===== src/design/pde_pkg.sv =====
// ----------------------------------------------------------------------------
// pde_pkg: shared types and constants
// Sequencer states, arithmetic unit operations and request/response records
// for the postfix digit evaluator.
// ----------------------------------------------------------------------------
`timescale 1ns / 1ps
`default_nettype none

package pde_pkg;

  // character codes
  localparam logic [7:0] CHAR_ADD = 8'h2B;
  localparam logic [7:0] CHAR_SUB = 8'h2D;
  localparam logic [7:0] CHAR_MUL = 8'h2A;
  localparam logic [7:0] CHAR_DIV = 8'h2F;

  // code of digit zero, and code read from an empty stack (-100)
  localparam logic [7:0] ZERO_CODE  = 8'd48;
  localparam logic [7:0] EMPTY_CODE = 8'h9C;

  // operand width: a signed byte code minus 48
  localparam int OPND_W = 9;

  // shift steps for multiply and divide
  localparam int ITER_STEPS = 8;
  localparam int STEP_W     = $clog2(ITER_STEPS);

  typedef enum logic [2:0] {
    ST_IDLE,
    ST_FETCH,
    ST_LOAD,
    ST_RUN,
    ST_PUSH
  } state_t;

  typedef enum logic [1:0] {
    OP_ADD,
    OP_SUB,
    OP_MUL,
    OP_DIV
  } alu_op_t;

  typedef struct packed {
    logic                     start;
    alu_op_t                  op;
    logic signed [OPND_W-1:0] lhs;
    logic signed [OPND_W-1:0] rhs;
  } alu_req_t;

  typedef struct packed {
    logic       done;
    logic [7:0] code;
    logic       dz;
  } alu_rsp_t;

endpackage

`default_nettype wire


===== src/design/pde_in_if.sv =====
// ----------------------------------------------------------------------------
// pde_in_if: character channel
// Valid/ready channel carrying one expression character per item.
// ----------------------------------------------------------------------------
`timescale 1ns / 1ps
`default_nettype none

interface pde_in_if;
  logic       valid;
  logic       ready;
  logic [7:0] char_code;
  logic       new_expression;

  modport source (output valid, output char_code, output new_expression, input ready);
  modport sink (input valid, input char_code, input new_expression, output ready);
endinterface

`default_nettype wire


===== src/design/pde_out_if.sv =====
// ----------------------------------------------------------------------------
// pde_out_if: result channel
// Valid/ready channel carrying stack top, depth and event flags per item.
// ----------------------------------------------------------------------------
`timescale 1ns / 1ps
`default_nettype none

interface pde_out_if;
  logic              valid;
  logic              ready;
  logic signed [7:0] top_code;
  logic [4:0]        depth;
  logic              overflow;
  logic              underflow;
  logic              divide_by_zero;

  modport source (output valid, output top_code, output depth, output overflow,
                  output underflow, output divide_by_zero, input ready);
  modport sink (input valid, input top_code, input depth, input overflow,
                input underflow, input divide_by_zero, output ready);
endinterface

`default_nettype wire


===== src/design/pde_alu.sv =====
// ----------------------------------------------------------------------------
// pde_alu: shared shift/add arithmetic unit
// One adder reused per step: single step add/subtract, shift-add multiply and
// restoring divide over eight steps; the result code then adds the zero code.
// ----------------------------------------------------------------------------
`timescale 1ns / 1ps
`default_nettype none

module pde_alu (
  input  logic              clk,
  input  logic              rst,
  input  pde_pkg::alu_req_t req,
  output pde_pkg::alu_rsp_t rsp
);

  logic                         busy;
  logic                         fin;
  logic [pde_pkg::STEP_W-1:0]   steps;
  pde_pkg::alu_op_t             mode;
  logic [8:0]                   acc;
  logic [7:0]                   a;
  logic [7:0]                   b;
  logic                         neg;
  logic                         dz;

  logic [8:0] x;
  logic [8:0] y;
  logic       sub;
  logic [9:0] sum;
  logic [8:0] lhs_mag;
  logic [8:0] rhs_mag;
  logic [7:0] div_val;
  logic [7:0] base;

  // operand magnitudes for the divider
  assign lhs_mag = req.lhs[8] ? 9'(-req.lhs) : req.lhs;
  assign rhs_mag = req.rhs[8] ? 9'(-req.rhs) : req.rhs;

  // shared adder operand selection
  always_comb begin
    x   = {1'b0, a};
    y   = {1'b0, b};
    sub = 1'b0;
    case (mode)
      pde_pkg::OP_ADD: begin
        x = {1'b0, a};
        y = {1'b0, b};
      end
      pde_pkg::OP_SUB: begin
        x   = {1'b0, a};
        y   = {1'b0, b};
        sub = 1'b1;
      end
      pde_pkg::OP_MUL: begin
        x = {1'b0, acc[7:0]};
        y = {1'b0, a};
      end
      pde_pkg::OP_DIV: begin
        x   = {acc[7:0], a[7]};
        y   = {1'b0, b};
        sub = 1'b1;
      end
      default: begin
        sub = 1'b0;
      end
    endcase
  end

  // shared adder; bit 9 flags a borrow on subtraction
  assign sum = sub ? ({1'b0, x} - {1'b0, y}) : ({1'b0, x} + {1'b0, y});

  // sequencing and per step update
  always_ff @(posedge clk) begin
    if (rst) begin
      busy <= 1'b0;
      fin  <= 1'b0;
    end else begin
      if (req.start) begin
        busy <= 1'b1;
        fin  <= 1'b0;
        mode <= req.op;
        acc  <= '0;
        neg  <= req.lhs[8] ^ req.rhs[8];
        dz   <= (req.op == pde_pkg::OP_DIV) && (req.rhs == '0);
        case (req.op)
          pde_pkg::OP_ADD, pde_pkg::OP_SUB: begin
            a     <= req.lhs[7:0];
            b     <= req.rhs[7:0];
            steps <= '0;
          end
          pde_pkg::OP_MUL: begin
            a     <= req.lhs[7:0];
            b     <= req.rhs[7:0];
            steps <= pde_pkg::STEP_W'(pde_pkg::ITER_STEPS - 1);
          end
          default: begin
            a     <= lhs_mag[7:0];
            b     <= rhs_mag[7:0];
            steps <= pde_pkg::STEP_W'(pde_pkg::ITER_STEPS - 1);
          end
        endcase
      end else if (busy) begin
        case (mode)
          pde_pkg::OP_ADD, pde_pkg::OP_SUB: begin
            acc <= sum[8:0];
          end
          pde_pkg::OP_MUL: begin
            if (b[0]) begin
              acc <= sum[8:0];
            end
            a <= {a[6:0], 1'b0};
            b <= {1'b0, b[7:1]};
          end
          default: begin
            if (!sum[9]) begin
              acc <= sum[8:0];
              a   <= {a[6:0], 1'b1};
            end else begin
              acc <= x;
              a   <= {a[6:0], 1'b0};
            end
          end
        endcase
        if (steps == '0) begin
          busy <= 1'b0;
          fin  <= 1'b1;
        end else begin
          steps <= steps - 1'b1;
          fin   <= 1'b0;
        end
      end else begin
        fin <= 1'b0;
      end
    end
  end

  // result code: signed quotient or low byte of the sum, plus the zero code
  assign div_val = dz ? 8'd0 : (neg ? 8'(~a + 8'd1) : a);
  assign base    = (mode == pde_pkg::OP_DIV) ? div_val : acc[7:0];

  assign rsp.done = fin;
  assign rsp.code = base + pde_pkg::ZERO_CODE;
  assign rsp.dz   = dz;

endmodule

`default_nettype wire


===== src/design/postfix_digit_evaluator.sv =====
// Flow: a plain character goes from acceptance straight to the push state;
// an operator passes fetch, load and run first, * and / with eight shift steps.
// The one-item sequencer and the shared arithmetic unit take no new item until
// the last one is pushed; the stack read below the top is registered.
// A waiting result does not block acceptance of the next item.
// Reset (synchronous, active high) empties the stack; no clearing pass.
// ----------------------------------------------------------------------------
// postfix_digit_evaluator: postfix expression evaluator
// Byte stack in a memory, a sequencer that pops operands, drives the shared
// arithmetic unit and pushes the result, reporting top and depth per item.
// ----------------------------------------------------------------------------
`timescale 1ns / 1ps
`default_nettype none

module postfix_digit_evaluator #(
  parameter int STACK_DEPTH = 16
) (
  input logic        clk,
  input logic        rst,
  pde_in_if.sink     symbols,
  pde_out_if.source  results
);

  localparam int AW = $clog2(STACK_DEPTH);
  localparam int CW = $clog2(STACK_DEPTH + 1);
  localparam logic [CW-1:0] FULL = CW'(STACK_DEPTH);
  localparam logic [CW-1:0] ONE  = CW'(1);
  localparam logic [CW-1:0] TWO  = CW'(2);

  pde_pkg::state_t   state;
  pde_pkg::state_t   state_next;
  pde_pkg::alu_req_t alu_req;
  pde_pkg::alu_rsp_t alu_rsp;
  pde_pkg::alu_op_t  op_sel;

  logic [7:0]    stack_mem [STACK_DEPTH];
  logic [7:0]    rd_data;
  logic [CW-1:0] count;
  logic [7:0]    top;
  logic [7:0]    ch;
  logic [7:0]    push_val;
  logic [7:0]    rhs_code;
  logic          under;
  logic          dz;

  logic          accept;
  logic          in_is_op;
  logic          slot_free;
  logic          full;
  logic [CW-1:0] eff_count;
  logic [CW-1:0] below2;
  logic [AW-1:0] rd_addr;
  logic [CW-1:0] count_after;
  logic [CW+4:0] depth_ext;
  logic [7:0]    lhs_code;

  // handshake and stack pointers
  assign accept      = symbols.valid && symbols.ready;
  assign slot_free   = !results.valid || results.ready;
  assign full        = (count >= FULL);
  assign eff_count   = symbols.new_expression ? '0 : count;
  assign below2      = count - TWO;
  assign rd_addr     = below2[AW-1:0];
  assign count_after = full ? count : count + ONE;
  assign depth_ext   = {5'd0, count_after};
  assign lhs_code    = (count >= TWO) ? rd_data : pde_pkg::EMPTY_CODE;

  // operator detection on the incoming character
  always_comb begin
    case (symbols.char_code)
      pde_pkg::CHAR_ADD, pde_pkg::CHAR_SUB,
      pde_pkg::CHAR_MUL, pde_pkg::CHAR_DIV: in_is_op = 1'b1;
      default:                              in_is_op = 1'b0;
    endcase
  end

  // operation select from the held character
  always_comb begin
    case (ch)
      pde_pkg::CHAR_SUB: op_sel = pde_pkg::OP_SUB;
      pde_pkg::CHAR_MUL: op_sel = pde_pkg::OP_MUL;
      pde_pkg::CHAR_DIV: op_sel = pde_pkg::OP_DIV;
      default:           op_sel = pde_pkg::OP_ADD;
    endcase
  end

  // next state
  always_comb begin
    state_next = state;
    case (state)
      pde_pkg::ST_IDLE: begin
        if (accept) begin
          state_next = in_is_op ? pde_pkg::ST_FETCH : pde_pkg::ST_PUSH;
        end
      end
      pde_pkg::ST_FETCH: state_next = pde_pkg::ST_LOAD;
      pde_pkg::ST_LOAD:  state_next = pde_pkg::ST_RUN;
      pde_pkg::ST_RUN: begin
        if (alu_rsp.done) begin
          state_next = pde_pkg::ST_PUSH;
        end
      end
      pde_pkg::ST_PUSH: begin
        if (slot_free) begin
          state_next = pde_pkg::ST_IDLE;
        end
      end
      default: state_next = pde_pkg::ST_IDLE;
    endcase
  end

  // sequencer outputs
  always_comb begin
    symbols.ready = (state == pde_pkg::ST_IDLE);
    alu_req.start = (state == pde_pkg::ST_LOAD);
    alu_req.op    = op_sel;
    alu_req.lhs   = $signed({lhs_code[7], lhs_code}) - 9'sd48;
    alu_req.rhs   = $signed({rhs_code[7], rhs_code}) - 9'sd48;
  end

  pde_alu u_alu (
    .clk (clk),
    .rst (rst),
    .req (alu_req),
    .rsp (alu_rsp)
  );

  // stack memory: push write, registered read below the top
  always_ff @(posedge clk) begin
    if (state == pde_pkg::ST_PUSH && slot_free && !full) begin
      stack_mem[count[AW-1:0]] <= push_val;
    end
    rd_data <= stack_mem[rd_addr];
  end

  // state register
  always_ff @(posedge clk) begin
    if (rst) begin
      state <= pde_pkg::ST_IDLE;
    end else begin
      state <= state_next;
    end
  end

  // stack control and result register
  always_ff @(posedge clk) begin
    if (rst) begin
      count         <= '0;
      results.valid <= 1'b0;
    end else begin
      if (state == pde_pkg::ST_PUSH && slot_free) begin
        results.valid <= 1'b1;
      end else if (results.ready) begin
        results.valid <= 1'b0;
      end
      case (state)
        pde_pkg::ST_IDLE: begin
          if (accept) begin
            ch       <= symbols.char_code;
            push_val <= symbols.char_code;
            count    <= eff_count;
            under    <= 1'b0;
            dz       <= 1'b0;
            rhs_code <= (eff_count != '0) ? top : pde_pkg::EMPTY_CODE;
          end
        end
        pde_pkg::ST_LOAD: begin
          // both operands popped, short stack flags underflow
          under <= (count < TWO);
          count <= (count >= TWO) ? below2 : '0;
        end
        pde_pkg::ST_RUN: begin
          if (alu_rsp.done) begin
            push_val <= alu_rsp.code;
            dz       <= alu_rsp.dz;
          end
        end
        pde_pkg::ST_PUSH: begin
          if (slot_free) begin
            if (!full) begin
              top   <= push_val;
              count <= count_after;
            end
            results.top_code       <= $signed(full ? top : push_val);
            results.depth          <= depth_ext[4:0];
            results.overflow       <= full;
            results.underflow      <= under;
            results.divide_by_zero <= dz;
          end
        end
        default: begin
          count <= count;
        end
      endcase
    end
  end

  // stack count never passes capacity
  a_count_bound: assert property (@(posedge clk) disable iff (rst) count <= FULL)
    else $error("stack count beyond capacity");

  // a finished operation always moves on to the push
  a_run_to_push: assert property (@(posedge clk) disable iff (rst)
    state == pde_pkg::ST_RUN && alu_rsp.done |=> state == pde_pkg::ST_PUSH)
    else $error("operation result not pushed");

  // overflow only on plain characters, never with operator flags
  a_flag_mix: assert property (@(posedge clk) disable iff (rst)
    results.valid |-> !(results.overflow && (results.underflow || results.divide_by_zero)))
    else $error("overflow reported with operator flags");

  // a start of the arithmetic unit is followed by the run state, with no second start
  a_start_once: assert property (@(posedge clk) disable iff (rst)
    alu_req.start |=> !alu_req.start && state == pde_pkg::ST_RUN)
    else $error("arithmetic unit restarted");

endmodule

`default_nettype wire


===== src/flat_wrapper.sv =====
// flat-port wrapper written by rule: the top's interface ports become plain ports
module postfix_digit_evaluator_flat 
#(
  parameter int STACK_DEPTH = 16
)
  (clk, rst, symbols_valid, symbols_char_code, symbols_new_expression, symbols_ready, results_valid, results_top_code, results_depth, results_overflow, results_underflow, results_divide_by_zero, results_ready);
  pde_in_if symbols_i ();
  pde_out_if results_i ();
  input logic clk;
  input logic rst;
  input wire logic [$bits(symbols_i.valid)-1:0] symbols_valid;
  input wire logic [$bits(symbols_i.char_code)-1:0] symbols_char_code;
  input wire logic [$bits(symbols_i.new_expression)-1:0] symbols_new_expression;
  output wire logic [$bits(symbols_i.ready)-1:0] symbols_ready;
  output wire logic [$bits(results_i.valid)-1:0] results_valid;
  output wire logic [$bits(results_i.top_code)-1:0] results_top_code;
  output wire logic [$bits(results_i.depth)-1:0] results_depth;
  output wire logic [$bits(results_i.overflow)-1:0] results_overflow;
  output wire logic [$bits(results_i.underflow)-1:0] results_underflow;
  output wire logic [$bits(results_i.divide_by_zero)-1:0] results_divide_by_zero;
  input wire logic [$bits(results_i.ready)-1:0] results_ready;
  assign symbols_i.valid = symbols_valid;
  assign symbols_i.char_code = symbols_char_code;
  assign symbols_i.new_expression = symbols_new_expression;
  assign symbols_ready = symbols_i.ready;
  assign results_valid = results_i.valid;
  assign results_top_code = results_i.top_code;
  assign results_depth = results_i.depth;
  assign results_overflow = results_i.overflow;
  assign results_underflow = results_i.underflow;
  assign results_divide_by_zero = results_i.divide_by_zero;
  assign results_i.ready = results_ready;
  postfix_digit_evaluator #(.STACK_DEPTH(STACK_DEPTH)) u_core (.clk(clk), .rst(rst), .symbols(symbols_i), .results(results_i));
endmodule

===== config.mk =====
export PLATFORM = sky130hd
export DESIGN_NAME = postfix_digit_evaluator_flat
export DESIGN_NICKNAME = d
export VERILOG_FILES = /design/src/design/pde_pkg.sv /design/src/design/pde_in_if.sv /design/src/design/pde_out_if.sv /design/src/design/pde_alu.sv /design/src/design/postfix_digit_evaluator.sv /design/src/flat_wrapper.sv
export SDC_FILE = /design/constraint.sdc
export NUM_CORES = 1
export LEC_CHECK = 0
export BUFFER_PORTS_ARGS = -buffer_cell sky130_fd_sc_hd__buf_4
export CAP_MARGIN = 20
export CORE_MARGIN = 10
export CORE_UTILIZATION = 40
export CTS_BUF_LIST = sky130_fd_sc_hd__clkbuf_8
export DETAILED_ROUTE_END_ITERATION = 16
export GPL_TIMING_DRIVEN = 0
export PLACE_DENSITY = 0.65
export SLEW_MARGIN = 20
export SYNTH_ARGS = -nofsm -noshare
export SYNTH_HDL_FRONTEND = slang
export SYNTH_SLANG_ARGS = --single-unit

===== constraint.sdc =====
create_clock -name clk -period 9.2 [get_ports clk]
set_input_delay 0.92 -clock clk [delete_from_list [all_inputs] [get_ports clk]]
set_output_delay 0.92 -clock clk [all_outputs]
set_load 0.03 [all_outputs]

==> qor.yml, run 1 <==
run_status:
  outcome: "completed"
power_and_ir_drop:
  p_leak_nw: 4.096
  pwr-share-seq_pct: 56.8
  comb_power_share_pct: 4.3
  power_frac_clock_pct: 38.9
  sw_frac_of_total_pct: 22.73
  p_per_area_mw_per_mm2: 166.2
  p_sw_mw: 0.4476
  peakVddDrop_mv: 0.1382
  p_int_mw: 1.521
critical_path:
  crit_path_end_kind: "flip-flop"
  cp_cell_sequence: "nand2b_1 > mux2i_1 > ha_1 > nor4b_1 > a31o_2 > nand2_1 > xnor2_1 > a22oi_1 > o22ai_1 > ha_1 > a21o_1 > a21o_1 > nor4_2 > buf_2 > mux2i_1 > nor2_1"
  cp.required_ps: 9470
  startpoint_type: "flip-flop"
  path_delay_family: "simple AND/OR/NAND/NOR gates"
  slowest_stage: "mux2i_1"
  critPathKind: "reg2reg"
  r2r_start: "u_core.u_alu.mode[0]$_DFFE_PP_"
  startpoint: "u_core.u_alu.mode[0]$_DFFE_PP_"
  critPathBufInv: 1
  cp_max_fo: 10
  max_stage_delay_ps: 450
  worst_ep_arrival_time_ps: 4930
flow_run:
  drv_cap: 0
floorplan:
  start_util_pct: 40.46
  core-area_mm2: 0.02598
  die_area_mm2: 0.03317
  rows: 59
  die_x_um: 182.1
  dieHeight_um: 182.1
  ios: 31
sta:
  hold_viol: 0
  rsz0062_at_grt: "no"
  maxSlewViolCount: 0
  fmax_mhz: 214.7
  setup_viol: 0
  finClkSkew_ps: 23.85
  relSlewSlack_pct: 32.20
  fin_ws_ps: 4541
  min_period_ps: 4659
  worst_slew_pin_slew_ps: 1017
  fin_crit_sh_pct: 50.64
  fin_tns_setup_ps: 0
global_routing:
  grt_first_pass_wirelength_um: 37520
  grt-ovfl-total: 0
  antenna_found_initial: 0
  grt_max_degree: 18
  track_usage_pct: 14.44
  grt_pass1_vias: 6477
synthesis:
  ys_ff_latch: 220
  synth_cell_type_count: 78
  synth_top_area_share_pct: 57.41
  synthesis.nets: 799
  syn_avg_cell_area_um2: 13.83
  synth_cells: 760
  synthTopCellsByArea: "edfxtp_1 57%, mux4_2 7.7%, dfxtp_1 3.6%, ha_1 3.0%, nor2_1 2.5%"
  syn_area_mm2: 0.01051
  ys.flop_type: "edfxtp_1"
  yosysWarnings: 0
  seq_area_frac_synth_pct: 61.03
  synth_async_sr_flop_share_pct: 0
  synth-edff-count: 201
  synth_largest_area_cell: "edfxtp_1"
finish:
  final_cell_mix: "201 x edfxtp_1, 69 x nor2_1, 55 x nand2_1, 38 x clkbuf_8, 36 x mux4_2"
  antenna_cells: 0
  synthToLayoutAreaGrowth_pct: 12.67
  num-fill-cells: 2330
  layout-drive-gt1-share_pct: 19.60
  final_common_cell: "edfxtp_1"
  nNetsFinal: 869
drt:
  routedWlPerCell_um: 20.65
  wl_um: 24510
  drc_errors: 0
  via_per_inst: 5.469
  first_pass_iters: 5
  num_vias: 6492
  drt_iter0_drc: 488
  ant_nets: 0
clock_network:
  cts_tree: "built"
  ctsRootBufferMaster: "clkbuf_8"
  clk_latency_ps: 530
  postCtsHoldBufs: 0
  numCtsBuffers: 36
  post_cts_buffers: 0
  htreeDepth: 2
  numClockSinks: 220
  cts_resized: 0
  cts_buffer_depth: 3
  clkTransAtPathRegs_ps: 70
placement:
  port_buffers: 30
  hpwl_um: 16710
  globalplace.congestion: 0.8606
  dpl_worst_slack_ps: 4655
hold_path:
  hold_start: "u_core.dz$_SDFFCE_PN0P_"
  hold_path_class: "reg2reg"
-- cells by family (layout without fill, tap and decap cells) --
kind of cell / Yosys count / in the layout / synth area share [%]
DFF: 220 / 220 / 61.03
and+or+nand+nor: 216 / 216 / 10.22
xor gates and xnor gates: 38 / 38 / 3.166
adders and majority gates: 26 / 26 / 3.166
muxes: 62 / 62 / 10.90
buffers and inverters: 65 / 157 / 2.737
AOI/OAI and AO/OA: 133 / 133 / 8.783
-- worst reg2reg max path: cells and delay by family (launching register included) --
kind	cells	cell delay (ps)
fa+ha+maj	2	760
mux	2	690
simple gates	5	1130
buf+inv	1	330
xor+xnor	1	150
compound gates	5	900
flops	1	440
-- stage by stage --
step                      power (mW)  utilization [%]  instances  instance area, µm²  hold WS, ps
after floorplan                1.187                -        760               10510        400.3
after global placement         1.221            42.94       1125               11160        411.1
after detailed placement       1.223            43.15       1127               11210        441.6
after CTS                      1.987            45.56       1187               11840        459.2
after global routing           2.041            45.59       1187               11850        455.0
final                          1.969            45.59       1187               11850        448.0
-- worst paths after layout --
check	endpoint	slack, ps	depth (start not counted)
min reg2reg	u_core.results.divide_by_zero$_DFFE_PP_	450	0
min	u_core.results.divide_by_zero$_DFFE_PP_	450	0
max reg2reg	u_core.u_alu.acc[5]$_SDFFCE_PP0P_	4540	16
max	u_core.u_alu.acc[5]$_SDFFCE_PP0P_	4540	16
-- layout make-up --
class	instances	area (µm²)	area share, %
Buffer	40	193.9	1.637
Timing Repair Buffer	32	240.2	2.028
Tap cell	335	419.2	3.538
Clock buffer	38	523.0	4.415
Clock inverter	22	102.6	0.8661
Multi-Input combinational cell	475	3857	32.56
Inverter	25	93.84	0.7921
Sequential cell	220	6416	54.16
-- Yosys cell counts, types with 12 or more instances --
cell      instances
edfxtp_1        201
nor2_1           69
nand2_1          55
mux4_2           36
a21oi_1          31
xnor2_1          28
ha_1             25
inv_1            24
nor3_1           24
o21ai_0          23
dfxtp_1          19
mux2i_1          17
clkbuf_1         16
buf_2            14
a22oi_1          12
-- power groups by stage --
stage	clock network, mW	logic (mW)	registers, mW
floorplan	0	0.0519	1.14
global placement	0	0.0826	1.14
detailed placement	0	0.0847	1.14
CTS	0.784	0.0852	1.12
global route	0.832	0.0911	1.12
finish	0.766	0.0844	1.12
-- metal layers --
metal / GRT usage, % / vias up / part of all wire [%]
met5: 0 / - / 0
met3: 2.591 / 61 / 4.5
li1: - / 3047 / -
met1: 17.92 / 3207 / 42
met2: 24.02 / 177 / 50
met4: 6.704 / 0 / 4.0
-- flip-flops by register name, summed over array words and instances, names as in the netlist, 2 cells and up --
name	count
u_core.u_alu.steps	3
u_core.u_alu.acc	8
u_core.u_alu.a	8
u_core.push_val	8
u_core.ch	8
u_core.u_alu.b	8
u_core.rhs_code	8
u_core.rd_data	8
u_core.results.depth	5
u_core.state	3
u_core.stack_mem	128
u_core.u_alu.mode	2
u_core.count	5
u_core.top	8
No activity file was read; power rests on OpenSTA's default activity.
==> run 2: changes to the inputs <==
--- a/config.mk
+++ b/config.mk
@@ -12,7 +12,7 @@
 export CTS_BUF_LIST = sky130_fd_sc_hd__clkbuf_8
 export DETAILED_ROUTE_END_ITERATION = 16
 export GPL_TIMING_DRIVEN = 0
-export PLACE_DENSITY = 0.65
+export PLACE_DENSITY = 0.67
 export SLEW_MARGIN = 20
 export SYNTH_ARGS = -nofsm -noshare
 export SYNTH_HDL_FRONTEND = slang
==> constraint.sdc (replaced) <==
create_clock -name clk -period 4 [get_ports clk]
set_input_delay 0.4 -clock clk [delete_from_list [all_inputs] [get_ports clk]]
set_output_delay 0.4 -clock clk [all_outputs]
set_load 0.03 [all_outputs]
==> qor.yml, run 2 (synthesized netlist as in run 1, its figures left out) <==
drt:
  drc_errors: 0
  drt_iter0_drc: 530
  first_pass_iters: 7
  routedWlPerCell_um: 20.33
  wl_um: 24480
  num_vias: 6522
  ant_nets: 0
  via_per_inst: 5.417
global_routing:
  grt-ovfl-total: 0
  grt_pass1_vias: 6460
  track_usage_pct: 14.44
  antenna_found_initial: 0
  grt_max_degree: 18
  grt_first_pass_wirelength_um: 37560
sta:
  hold_viol: 0
  finClkSkew_ps: 27.30
  fmax_mhz: 256.7
  rsz0062_at_grt: "yes"
  relSlewSlack_pct: 29.96
  finalHoldWorstSlack_ps: 62.02
  min_period_ps: 3895
  setup_viol: 0
  worst_slew_pin_slew_ps: 1051
  fin_crit_sh_pct: 97.37
  maxSlewViolCount: 0
clock_network:
  htreeDepth: 2
  numCtsBuffers: 37
  numClockSinks: 220
  ctsRootBufferMaster: "clkbuf_8"
  clk_latency_ps: 550
  cts_buffer_depth: 3
  cts_tree: "built"
  clkTransAtPathRegs_ps: 70
critical_path:
  startpoint_type: "flip-flop"
  path_delay_family: "compound AO/OA/AOI/OAI gates"
  cp.required_ps: 4260
  cp_cell_sequence: "buf_6 > and2b_4 > a21boi_4 > ha_2 > nor4b_4 > a31o_2 > nand2_1 > xnor2_1 > a22oi_1 > o22ai_2 > ha_4 > a21o_1 > a21o_1 > nor4_4 > buf_6 > mux2i_1 > nor2_1"
  max_stage_delay_ps: 460
  worst_ep_arrival_time_ps: 4160
  startpoint: "u_core.u_alu.mode[1]$_DFFE_PP_"
  critPathBufInv: 2
  cp_max_fo: 10
  r2r_start: "u_core.u_alu.mode[1]$_DFFE_PP_"
  critPathKind: "reg2reg"
  slowest_stage: "edfxtp_1"
  crit_path_end_kind: "flip-flop"
floorplan:
  die_area_mm2: 0.03317
  rows: 59
  dieHeight_um: 182.1
  ios: 31
  die_x_um: 182.1
  start_util_pct: 40.46
  core-area_mm2: 0.02598
finish:
  synthToLayoutAreaGrowth_pct: 14.98
  nNetsFinal: 881
  utilization_pct: 46.52
  final_common_cell: "edfxtp_1"
  final_cell_mix: "201 x edfxtp_1, 69 x nor2_1, 55 x nand2_1, 45 x buf_4, 38 x clkbuf_8"
  layout-drive-gt1-share_pct: 21.52
  antenna_cells: 0
  num-fill-cells: 2289
  largest_reg_flops: 128
flow_run:
  drv_cap: 0
power_and_ir_drop:
  p_leak_nw: 4.200
  p_per_area_mw_per_mm2: 383.3
  peakVddDrop_mv: 0.3282
run_status:
  outcome: "completed"
hold_path:
  hold_path_class: "in2reg"
  hold_start: "symbols_char_code[7]"
placement:
  port_buffers: 30
  globalplace.congestion: 0.8676
  hpwl_um: 16550
run 2: cell types whose count changed in the layout (fill, tap and decap cells not counted), sizes merged:
cell,before,now
clkinv,11,14
buf,56,67
bufinv,0,1
inv,36,38
run 2: metrics by stage:
step | total power [mW] | cell area (µm²) | instances | TNS (ps) | worst slack (ps)
after global placement | 2.806 | 11160 | 1125 | -4960 | -638.8
after global routing | 4.799 | 12090 | 1204 | -0.1732 | -0.1732
after floorplan | 2.731 | 10510 | 760 | 0 | 12.79
after CTS | 4.670 | 11970 | 1196 | 0 | 5.223
final | 4.634 | 12090 | 1204 | 0 | 105.1
after detailed placement | 2.812 | 11210 | 1126 | -5353 | -672.5
run 2: routing by layer:
metal	up-vias	wire, µm	GRT usage (%)
met5	-	0	0
met4	0	529	5.109
met3	36	1117	3.046
met2	155	12410	24.38
met1	3254	10430	17.93
li1	3077	-	-
run 2: final timing paths:
path                                         to  slack, ps  cells after the start
max           u_core.u_alu.acc[5]$_SDFFCE_PP0P_        110                     17
max reg2reg   u_core.u_alu.acc[5]$_SDFFCE_PP0P_        110                     17
min reg2reg  u_core.results.underflow$_DFFE_PP_        420                      0
min                      u_core.ch[7]$_DFFE_PP_         60                      1
run 2: final cells by class:
type                            count  area [µm²]  area share [%]
Buffer                             39       202.7           1.677
Clock buffer                       38       523.0           4.326
Clock inverter                     28       157.7           1.304
Inverter                           25       93.84          0.7762
Multi-Input combinational cell    475        3946           32.64
Sequential cell                   220        6416           53.07
Tap cell                          335       419.2           3.467
Timing Repair Buffer               44       330.3           2.732
run 2: repair_timing:
| item | 4_1_cts | 5_1_grt |
|---|---|---|
| hold buffers | 0 | 0 |
| buffers inserted | 3 | 9 |
| gates cloned | 1 | 0 |
| pin swaps | 1 | 7 |
| resized for setup | 12 | 15 |
| hold endpoints to repair | 0 | 0 |
| endpoints found under the setup margin | 13 | 16 |
run 2: power breakdown:
| group | switching [mW] | internal [mW] |
|---|---|---|
| logic | 0.112 | 0.0821 |
| clock network | 0.911 | 0.959 |
| registers | 0.0362 | 2.53 |
| total | 1.06 | 3.57 |
